--- config.mk ---
export PLATFORM = sky130hd
export DESIGN_NAME = sfl_ctrl
export DESIGN_NICKNAME = d
export VERILOG_FILES = /design/src/hw/rtl/sfl_pkg.sv /design/src/hw/rtl/sfl_ctrl.sv
export SDC_FILE = /design/constraint.sdc
export NUM_CORES = 1
export LEC_CHECK = 0
export CAP_MARGIN = 25
export CORE_AREA = 2 2 39 41
export DETAILED_ROUTE_END_ITERATION = 8
export DIE_AREA = 0 0 41 43
export DONT_BUFFER_PORTS = 1
export HOLD_SLACK_MARGIN = 0.08
export PLACE_DENSITY = 0.7
export REMOVE_ABC_BUFFERS = 1
export SLEW_MARGIN = 10
export SYNTH_ARGS = -nofsm -noshare
export SYNTH_HDL_FRONTEND = slang
export SYNTH_SLANG_ARGS = --single-unit
--- constraint.sdc ---
create_clock -name clk -period 4.95 [get_ports clk]
set_input_delay 0.99 -clock clk [delete_from_list [all_inputs] [get_ports clk]]
set_output_delay 0.99 -clock clk [all_outputs]
set_load 0.01 [all_outputs]
--- src/hw/rtl/sfl_pkg.sv ---
// shared types and constants of the size sorted free list
package sfl_pkg;

	localparam int LIST_DEPTH = 64;
	localparam int CNT_W = $clog2(LIST_DEPTH + 1);
	localparam int OFF_W = 48;
	localparam int SIZE_W = 32;
	localparam int KIND_W = 2;
	localparam int STAT_W = 2;
	localparam int ENTRY_COUNT_W = 7;

	// item kinds
	localparam logic [KIND_W-1:0] KIND_INSERT = 2'd0;
	localparam logic [KIND_W-1:0] KIND_APPEND = 2'd1;
	localparam logic [KIND_W-1:0] KIND_POP = 2'd2;

	// result status codes
	localparam logic [STAT_W-1:0] STAT_OK = 2'd0;
	localparam logic [STAT_W-1:0] STAT_FULL = 2'd1;
	localparam logic [STAT_W-1:0] STAT_EMPTY = 2'd2;

	typedef struct packed {
		logic signed [OFF_W-1:0] offset;
		logic signed [SIZE_W-1:0] size;
	} entry_t;

	// command from controller to datapath, valid in the accept cycle
	typedef struct packed {
		logic load;
		logic sorted;
		logic pop;
		logic [CNT_W-1:0] count;
	} cmd_t;

endpackage

--- src/hw/rtl/sfl_ctrl.sv ---
// controller of the size sorted free list: handshake, count and status
module sfl_ctrl (
	input logic clk,
	input logic arst_n,
	input logic in_valid,
	output logic in_stall,
	input logic [sfl_pkg::KIND_W-1:0] kind,
	output logic out_valid,
	input logic out_stall,
	output sfl_pkg::cmd_t cmd,
	output logic [sfl_pkg::CNT_W-1:0] count,
	output logic [sfl_pkg::STAT_W-1:0] status
);
	import sfl_pkg::*;

	localparam logic ST_IDLE = 1'b0;
	localparam logic ST_HOLD = 1'b1;

	logic state_q;
	logic state_d;
	logic [CNT_W-1:0] count_q;
	logic [CNT_W-1:0] count_d;
	logic [STAT_W-1:0] status_q;
	logic [STAT_W-1:0] status_d;
	logic accept;
	logic full;
	logic empty;

	assign out_valid = (state_q == ST_HOLD);
	assign in_stall = out_valid && out_stall;
	assign accept = in_valid && !in_stall;
	assign full = (count_q >= CNT_W'(LIST_DEPTH));
	assign empty = (count_q == '0);

	always_comb begin
		cmd.load = 1'b0;
		cmd.sorted = 1'b0;
		cmd.pop = 1'b0;
		cmd.count = count_q;
		count_d = count_q;
		status_d = status_q;
		state_d = state_q;
		case (state_q)
			ST_IDLE: state_d = ST_IDLE;
			ST_HOLD: if (!out_stall) state_d = ST_IDLE;
			default: state_d = ST_IDLE;
		endcase
		if (accept) begin
			state_d = ST_HOLD;
			status_d = STAT_OK;
			case (kind)
				KIND_INSERT, KIND_APPEND: begin
					if (full) begin
						status_d = STAT_FULL;
					end else begin
						cmd.load = 1'b1;
						cmd.sorted = (kind == KIND_INSERT);
						count_d = count_q + CNT_W'(1);
					end
				end
				KIND_POP: begin
					if (empty) begin
						status_d = STAT_EMPTY;
					end else begin
						cmd.pop = 1'b1;
						count_d = count_q - CNT_W'(1);
					end
				end
				default: status_d = STAT_OK;
			endcase
		end
	end

	always_ff @(posedge clk or negedge arst_n) begin
		if (!arst_n) begin
			state_q <= ST_IDLE;
			count_q <= '0;
			status_q <= STAT_OK;
		end else begin
			state_q <= state_d;
			count_q <= count_d;
			status_q <= status_d;
		end
	end

	assign count = count_q;
	assign status = status_q;

endmodule

==> results of run 1 <==
==> registers in the layout, summed over array words and instances, names as in the netlist <==
register and cells:
count 7, status 2, out_valid 1
==> routing by layer <==
metal	global-route usage (%)	vias up	wire length [um]
met5	0	-	0
met4	12.00	0	26
met3	4.712	4	136
met2	29.38	31	693
met1	24.92	266	631
li1	-	261	-
==> final timing paths <==
| check | start | to | slack [ns] |
|---|---|---|---|
| max | kind[0] | cmd[7] | 2.31 |
| min | arst_n | count[3] | 0.41 |
| max reg2reg | count[1] | count[6] | 2.98 |
| min reg2reg | status[0] | status[0] | 0.55 |
| max in group asynchronous | arst_n | count[4] | 4.48 |
| min in group clk | status[0] | status[0] | 0.55 |
==> layout make-up <==
type | count | area, um2 | share of cell area [%]
Multi-Input combinational cell | 53 | 397.9 | 55.59
Sequential cell | 10 | 250.2 | 34.97
Clock buffer | 4 | 36.28 | 5.070
Tap cell | 16 | 20.02 | 2.797
Inverter | 3 | 11.26 | 1.573
==> cell families (layout without fill, tap and decap cells) <==
family,after synthesis,count (layout)
xor+xnor,3,3
flops,10,10
simple gates,28,28
mux,1,1
buf+inv,12,7
fa+ha+maj,1,1
compound gates,20,20
==> where the power goes <==
part           internal, mW  total, mW  switching (mW)
sequential            0.109      0.215           0.106
combinational        0.0571      0.111          0.0539
clock                0.0447     0.0754          0.0307
total                 0.211      0.402           0.190
==> per-stage QoR <==
| stage | cells | hold slack, ns | worst slack [ns] | area, um2 | util (%) |
|---|---|---|---|---|---|
| after floorplan | 66 | 0.5162 | 2.381 | 659.4 | - |
| after global placement | 82 | 0.5322 | 2.304 | 679.4 | 49.10 |
| after detailed placement | 82 | 0.5402 | 2.307 | 679.4 | 49.10 |
| after CTS | 86 | 0.3992 | 2.306 | 715.7 | 51.72 |
| after global routing | 86 | 0.3862 | 2.280 | 715.7 | 51.72 |
| final | 86 | 0.4067 | 2.308 | 715.7 | 51.72 |
==> Yosys cell counts (2+ instances only) <==
| cell | number | area [um2] |
|---|---|---|
| a21o_1 | 2 | 15.01 |
| a21oi_1 | 3 | 15.01 |
| and2_1 | 3 | 18.77 |
| and3_1 | 2 | 12.51 |
| buf_4 | 7 | 52.55 |
| buf_6 | 2 | 22.52 |
| dfrtp_1 | 10 | 250.2 |
| inv_1 | 3 | 11.26 |
| nand2_1 | 5 | 18.77 |
| nand2b_1 | 2 | 12.51 |
| nand4_1 | 4 | 25.02 |
| nor2_1 | 3 | 11.26 |
| nor3_1 | 2 | 10.01 |
| o21ai_0 | 3 | 15.01 |
| o22ai_1 | 2 | 12.51 |
| o31ai_1 | 2 | 15.01 |
| or2_2 | 2 | 12.51 |
| xnor2_1 | 2 | 17.52 |
==> placed cells by master (no fill, tap or decap) <==
master    synthesis  final
dfrtp_1          10     10
nand2_1           5      5
nand4_1           4      4
and2_1            3      3
nor2_1            3      3
o21ai_0           3      3
inv_1             3      3
a21oi_1           3      3
clkbuf_4          0      3
nand2b_1          2      2
xnor2_1           2      2
or2_2             2      2
nor3_1            2      2
and3_1            2      2
o31ai_1           2      2
a21o_1            2      2
o22ai_1           2      2
a21bo_1           1      1
nor4_4            1      1
a211oi_4          1      1
nor2_4            1      1
mux2_4            1      1
a21boi_0          1      1
nor4b_4           1      1
a211o_1           1      1
a32o_1            1      1
a22o_1            1      1
nor3b_1           1      1
nand3_1           1      1
a32oi_1           1      1
o211ai_1          1      1
xor2_1            1      1
ha_1              1      1
clkbuf_8          0      1
==> worst reg2reg max path, cell delays in order, from the launching register on <==
cell     delay [ns]
dfrtp_1        0.64
xnor2_1        0.18
ha_1           0.25
and3_1         0.18
nand4_1        0.12
a211o_1        0.29
a32o_1         0.20
==> metrics.txt, run 1 <==
outcome finished, final reports clean; Max Transition Viols Final 0; Tcrit/Tclk final between 50% and 60%; CTS Buf Count 3; global-route total usage across every layer about a fifth; Yosys reg bits 10; Post-CTS Repair Setup Buffers 0; post-synthesis compound-gate area fraction approximately a fifth; Worst Hold Class input port to asynchronous set/reset pin; Reg clk slew, reported paths 0.07 ns; die width about 41 um; fillcell total 135; Die Y between 40 and 50 um; H-tree Lvls 1; DR vias between 500 and 600; CP Buf/Inv Count 0; layout cells sized above 1 between 10% and 20%; WL final around 1.5 mm; CP arrival around 1.7 ns; IO buf count 0; post-detailed-route wirelength per cell between 15 and 20 um; GPL Wtd Cong 0.7911; GRT overflow 0; Seq/Total Area, Yosys 34.07%; vias in the first global route 560; final setup violation count 0; Sink Count 10; Crit path max-delay family compound AO/OA/AOI/OAI gates; CP endpoint kind output port; Yosys cell types 34; first-pass GRT wire length about 2.4 mm; f_max ~0.38 GHz; core box area roughly 1400 um2; First-pass DRT Iterations 4; slowest cell on the critical path a211oi_4; std cell rows 14; Max IR drop VDD 234.2 uV; Avg Synthesized Cell Area just under 10 um2; Die ar. 1763 um2; CP Class input port to output port; Tmin final around 2.6 ns; XOR/XNOR share of the synthesized area under 10%; largest net degree at the start of global routing 11; Final ANT Viol Nets 0; CTS tree done; Design Power roughly 0.40 mW; largest family of logic cells by synthesized area simple AND/OR/NAND/NOR gates; number of flops mapped to enable cells by yosys 0; max-cap violations 0; post-synthesis adder-cell area fraction 1.704%; slowest stage delay, CP between 0.3 and 0.4 ns; Clock Tree Root clkbuf_4; Worst Skew between 0.0005 and 0.0006 ns; Bufs on Longest Clock Path 2; starting DRC count in detailed routing 18; leakage power total a little under 0.3 nW; DRC Markers 0; n_diodes 0; setup TNS 0 ns; synthesized area 734.5 um2; # nets final around 80; startpoint types input port; Ports 27; worst slew pin tran approximately 0.55 ns; initial antenna violation count 0; Yosys Warn Count 0; Synth-to-Final Area Change -2.555%; pwr dens ~560 nW/um2; Starting Density a little over half; Post-Synth Simple-Gate Area approximately 26%; ys flop type dfrtp_1; cells after synthesis 75; Async SR Flop Fraction 100.0%; Final Hold Viols 0; Slew HR between 60% and 70%; worst-path cell chain nand2b_1 -> a211oi_4; WP depth 2; vias per inst between 6 and 7; CP Data Required Time 3.96 ns; mux cell area share after synthesis under 10%; DP HPWL approximately 1.1 mm; CTS Hold Bufs 0; worst skew pair latency 0.27 ns; Worst Path Max Fanout 7; post_cts resized 0; RSZ-0062 raised after global routing false; R2R cell count 6
No activity file was read; power rests on OpenSTA's default activity.
==> run 2: changes to the inputs <==
CORE_AREA = not set   (was 2 2 39 41)
CORE_UTILIZATION = 54   (was not set)
DIE_AREA = not set   (was 0 0 41 43)
PLACE_DENSITY = 0.72   (was 0.7)
clock period = 2.15 ns   (was 4.95 ns; I/O delays follow)
==> run 2 against run 1 <==
Cell area grew 4.4%. Critical path depth is the same. Via count grew 3.0%. Hold slack lost 0.13 ns. Die area shrank 14%. Utilization grew 11 points. Sequential power grew 87%. Worst setup slack lost 2.0 ns. Sequential cell count is the same. Clock skew grew 0.0081 ns. First-iteration DRC count shrank 78%. Largest cell class unchanged. Highest routed layer unchanged.
==> metrics.txt, run 2 (synthesis results as in run 1) <==
Starting Density approximately three fifths; First-pass DRT Iterations 4; CP Data Required Time 1.72 ns; reg-to-reg startpoint count[1]; switch share around 47%; post-detailed-route wirelength per cell 17.19 um; Post-CTS Repair Setup Buffers 0; std cell rows 12; R2R cell count 5; Sink Count 10; Tcrit/Tclk final just under 90%; DR vias roughly 580; Setup WS post-layout between 0.2 and 0.3 ns; setup TNS 0 ns; # nets final 84; Seq pwr share 42.8%; CP endpoint cmd[9]; CP Class flop to output port; vias per inst about 6.5; pwr dens approximately 1300 nW/um2; CP arrival 1.46 ns; internal power approximately 0.50 mW; Clock power frac between 10% and 20%; RSZ-0062 raised after global routing false; startpoint types flop; slowest stage delay, CP 0.50 ns; outcome finished, final reports clean; met3 wire length around 120 um; CP endpoint kind output port; f_max 0.5294 GHz; core box area about 1200 um2; global-route total usage across every layer between 20 and 25%; worst skew pair latency 0.27 ns; Bufs on Longest Clock Path 2; met2 WL post-DR between 700 and 800 um; first-pass GRT wire length approximately 2.4 mm; r2r setup slk 0.39 ns; Reg clk slew, reported paths about 0.060 ns; Area after DPL slightly above 700 um2; Net Sw Power around 0.44 mW; Crit path max-delay family simple AND/OR/NAND/NOR gates; worst slew pin tran about 0.48 ns; Synth-to-Final Area Change 1.704%; Comb power frac 43.7%; Clock Tree Root clkbuf_4; CTS tree done; Die Y slightly below 40 um; Ports 27; Top Layer Used met4; initial antenna violation count 0; Tmin final about 1.9 ns; final setup violation count 0; most common cell after layout, fill and taps aside dfrtp_1; leakage power total between 0.3 and 0.4 nW; starting DRC count in detailed routing 4; Slew HR 67.58%; die width ~39 um; CTS Buf Count 3; Worst Hold Class input port to flop; Max Transition Viols Final 0; post_cts resized 0; vias in the first global route 550; largest net degree at the start of global routing 11; Design Power ~0.94 mW; Final ANT Viol Nets 0; n_diodes 0; Setup crit start count[6]; Final Hold Viols 0; IO buf count 0; max reg flops 7; Max IR drop VDD between 500 and 600 uV; GRT overflow 0; WL final approximately 1.5 mm; CP Buf/Inv Count 0; Post-Layout Inst Area about 750 um2; Worst Skew about 0.0086 ns; DP HPWL around 1.2 mm; R2R Path End count[1]; Die ar. 1512 um2; DRC Markers 0; Post-Route M1 WL about 670 um; max-cap violations 0; Worst Path Max Fanout 8; WP depth 2; most frequent cells in the layout dfrtp_1, nand2_1, buf_4; Place WS about 0.26 ns; H-tree Lvls 1; layout cells sized above 1 roughly 20%; slowest cell on the critical path dfrtp_1; worst-path cell chain or2_2 -> nor2_1; GPL Wtd Cong between 0.8 and 0.9
-- run 2: cell types whose count changed in the layout (fill, tap and decap cells not counted) --
| cell | delta |
|---|---|
| dlygate4sd3_1 | +1 |
| clkbuf_8 | -1 |
| buf_4 | +5 |
-- run 2: what timing repair did --
| action | in CTS | in global routing |
|---|---|---|
| hold buffers | 1 | 0 |
| endpoints found under the hold margin | 10 | 0 |
| endpoints found under the setup margin | 0 | 0 |
-- run 2: worst min path at each step --
stage          startpoint        end  slack (ns)  cells past startpoint
3_3_place_gp       arst_n  status[0]        0.13                      0
5_1_grt          in_valid  out_valid        0.27                      1
2_1_floorplan      arst_n   count[0]        0.13                      0
6_report         in_valid  out_valid        0.28                      1
3_5_place_dp       arst_n  status[1]        0.13                      0
4_1_cts          in_valid  out_valid        0.27                      1
-- run 2: per-layer routing --
metal / track usage, % / vias up
met5: 0 / -
met4: 6.897 / 0
met3: 11.56 / 3
met2: 40.00 / 17
met1: 27.80 / 292
li1: - / 267
-- run 2: area by class of cell --
cell class | instances | area (um2)
multi-input combinational | 53 | 397.9
inverter | 3 | 11.26
fill | 114 | 439.2
clock buffer | 3 | 22.52
tap | 14 | 17.52
sequential | 10 | 250.2
timing repair buffer | 6 | 47.55
-- run 2: power groups by stage --
stage                     registers (mW)  clock network (mW)  logic, mW
after floorplan                    0.457                   0      0.220
after global placement             0.406                   0      0.397
after detailed placement           0.405                   0      0.408
after CTS                          0.403               0.131      0.414
after global routing               0.415               0.139      0.455
final                              0.403               0.128      0.412
-- run 2: worst register-to-register path, delay by kind of cell, from the launching register on --
kind	cells	cell delay, ns
AND/OR/NAND/NOR	2	0.59
multiplexers	1	0.31
AO/OA/AOI/OAI	1	0.16
buffers and inverters	1	0.19
flip-flops	1	0.40
-- run 2: per-stage QoR --
stage | std cells | utilization [%] | hold slack [ns]
4_1_cts | 89 | 62.97 | 0.2680
2_1_floorplan | 66 | - | 0.1344
5_1_grt | 89 | 62.97 | 0.2688
3_5_place_dp | 85 | 60.23 | 0.1346
6_report | 89 | 62.97 | 0.2795
3_3_place_gp | 85 | 60.23 | 0.1346
==> run 3: changes to the inputs <==
--- a/constraint.sdc
+++ b/constraint.sdc
@@ -3,2 +3,2 @@
 set_output_delay 0.43 -clock clk [all_outputs]
-set_load 0.01 [all_outputs]
+set_load 0.005 [all_outputs]
==> run 3 against run 2 <==
Highest routed layer is now met3. Sequential power increased by 4%. Critical path type unchanged. Non-clock buffer count decreased by 3. Sequential cell count unchanged. Global-route usage decreased by 0.97 points. Combinational power decreased by 28%. Final cell count decreased by 3.4%. Critical path depth unchanged. Total power decreased by 11%. Cell area decreased by 3.0%. Clock-buffer cell count unchanged. First-iteration DRC count increased to 2.8 times the previous value. Register-to-register slack improved by 0.04 ns.
==> metrics.txt, run 3 (synthesis results as in run 1) <==
outcome finished, final reports clean; Die ar. 1512 um2; Seq pwr share approximately 50%; fin cells 86; Clock Tree Root clkbuf_4; worst skew pair latency 0.26 ns; Final Hold Viols 0; area of the multi-input gates 397.9 um2; slowest stage delay, CP about 0.47 ns; DR vias approximately 550; R2R cell count 5; Final ANT Viol Nets 0; first-pass GRT wire length between 2 and 2.5 mm; CP Data Required Time around 1.7 ns; worst hold path startpoint in_valid; final setup violation count 0; n_diodes 0; WP depth 2; GRT overflow 0; core box area around 1200 um2; internal power around 0.47 mW; R2R Path End count[6]; Post-CTS Repair Setup Buffers 0; slowest cell on the critical path dfrtp_1; IO buf count 0; WL final approximately 1.4 mm; Worst Hold Class input port to flop; Clock power frac between 10% and 20%; First-pass DRT Iterations 4; Slew HR around 70%; f_max ~0.56 GHz; Max IR drop VDD roughly 600 uV; CTS tree done; vias per inst 6.384; Worst Skew 0.001173 ns; Tcrit/Tclk final around 83%; CP arrival 1.36 ns; Tmin final around 1.8 ns; reg-to-reg startpoint count[0]; max-cap violations 0; leakage power total between 0.2 and 0.3 nW; Net Sw Power roughly 0.37 mW; post-detailed-route wirelength per cell 16.52 um; largest net degree at the start of global routing 11; RSZ-0062 raised after global routing false; CP Class flop to output port; Sink Count 10; Die Y 38.88 um; Crit path max-delay family simple AND/OR/NAND/NOR gates; max reg flops 7; Hold Path Cell Cnt 1; Setup crit start count[6]; fin util between 60% and 70%; Max Transition Viols Final 0; pwr dens 1158 nW/um2; FF/Latch Area about 250 um2; die width between 30 and 40 um; starting DRC count in detailed routing 11; Hold Path End out_valid; Bufs on Longest Clock Path 2; startpoint types flop; most common cell after layout, fill and taps aside dfrtp_1; CP Buf/Inv Count 0; worst-path cell chain or2_2 -> nor2_1; Place WS approximately 0.28 ns; DP HPWL 1.088 mm; setup TNS 0 ns; initial antenna violation count 0; worst slew pin tran 0.4651 ns; Setup WS post-layout between 0.3 and 0.4 ns; vias in the first global route 520; GPL Wtd Cong a little under 0.9; switch share between 40 and 50%; Worst Path Max Fanout 8; CP endpoint kind output port; CTS Buf Count 3; Synth-to-Final Area Change -1.363%; Ports 27; # nets final 81; std cell rows 12; most frequent cells in the layout dfrtp_1, nand2_1, nand4_1; hold_ws 0.2843 ns; Comb power frac 35.5%; number of placed instances, taps included between 80 and 90; Reg clk slew, reported paths 0.06 ns; r2r setup slk between 0.4 and 0.5 ns; CTS Hold Bufs 1; layout cells sized above 1 approximately 17%; H-tree Lvls 1; DRC Markers 0; Starting Density 61.92%; global-route total usage across every layer a little under a quarter; post_cts resized 0; fillcell total 101
==> run 3: per-layer routing <==
| metal | track usage [%] | up-vias | wire, um |
|---|---|---|---|
| li1 | - | 264 | - |
| met1 | 30.32 | 264 | 652 |
| met2 | 35.42 | 21 | 681 |
| met3 | 9.827 | 0 | 88 |
| met4 | 6.034 | 0 | 0 |
| met5 | 0 | - | 0 |
==> run 3: through the flow <==
stage | area (um2) | power (mW)
CTS | 724.4 | 0.8429
global route | 724.4 | 0.9028
finish | 724.4 | 0.8390
floorplan | 659.4 | 0.6263
detailed placement | 691.9 | 0.7116
global placement | 691.9 | 0.7041
==> run 3: layout make-up <==
cell class / instances / area share, %
multi-input combinational: 53 / 54.92
sequential: 10 / 34.54
timing repair buffer: 3 / 3.454
clock buffer: 3 / 3.109
tap: 14 / 2.418
inverter: 3 / 1.554
==> run 3: power groups by stage <==
| stage | logic (mW) | clock network [mW] | registers [mW] |
|---|---|---|---|
| after floorplan | 0.218 | 0 | 0.408 |
| after global routing | 0.329 | 0.136 | 0.437 |
| after detailed placement | 0.292 | 0 | 0.420 |
| after CTS | 0.299 | 0.128 | 0.416 |
| final | 0.298 | 0.123 | 0.419 |
| after global placement | 0.286 | 0 | 0.418 |
==> run 3: how the worst max path moves through the flow <==
stage | end | slack [ns]
2_1_floorplan | count[6] | 0.24
3_3_place_gp | count[6] | 0.31
3_5_place_dp | count[6] | 0.28
4_1_cts | cmd[9] | 0.34
5_1_grt | cmd[9] | 0.29
6_report | cmd[9] | 0.36
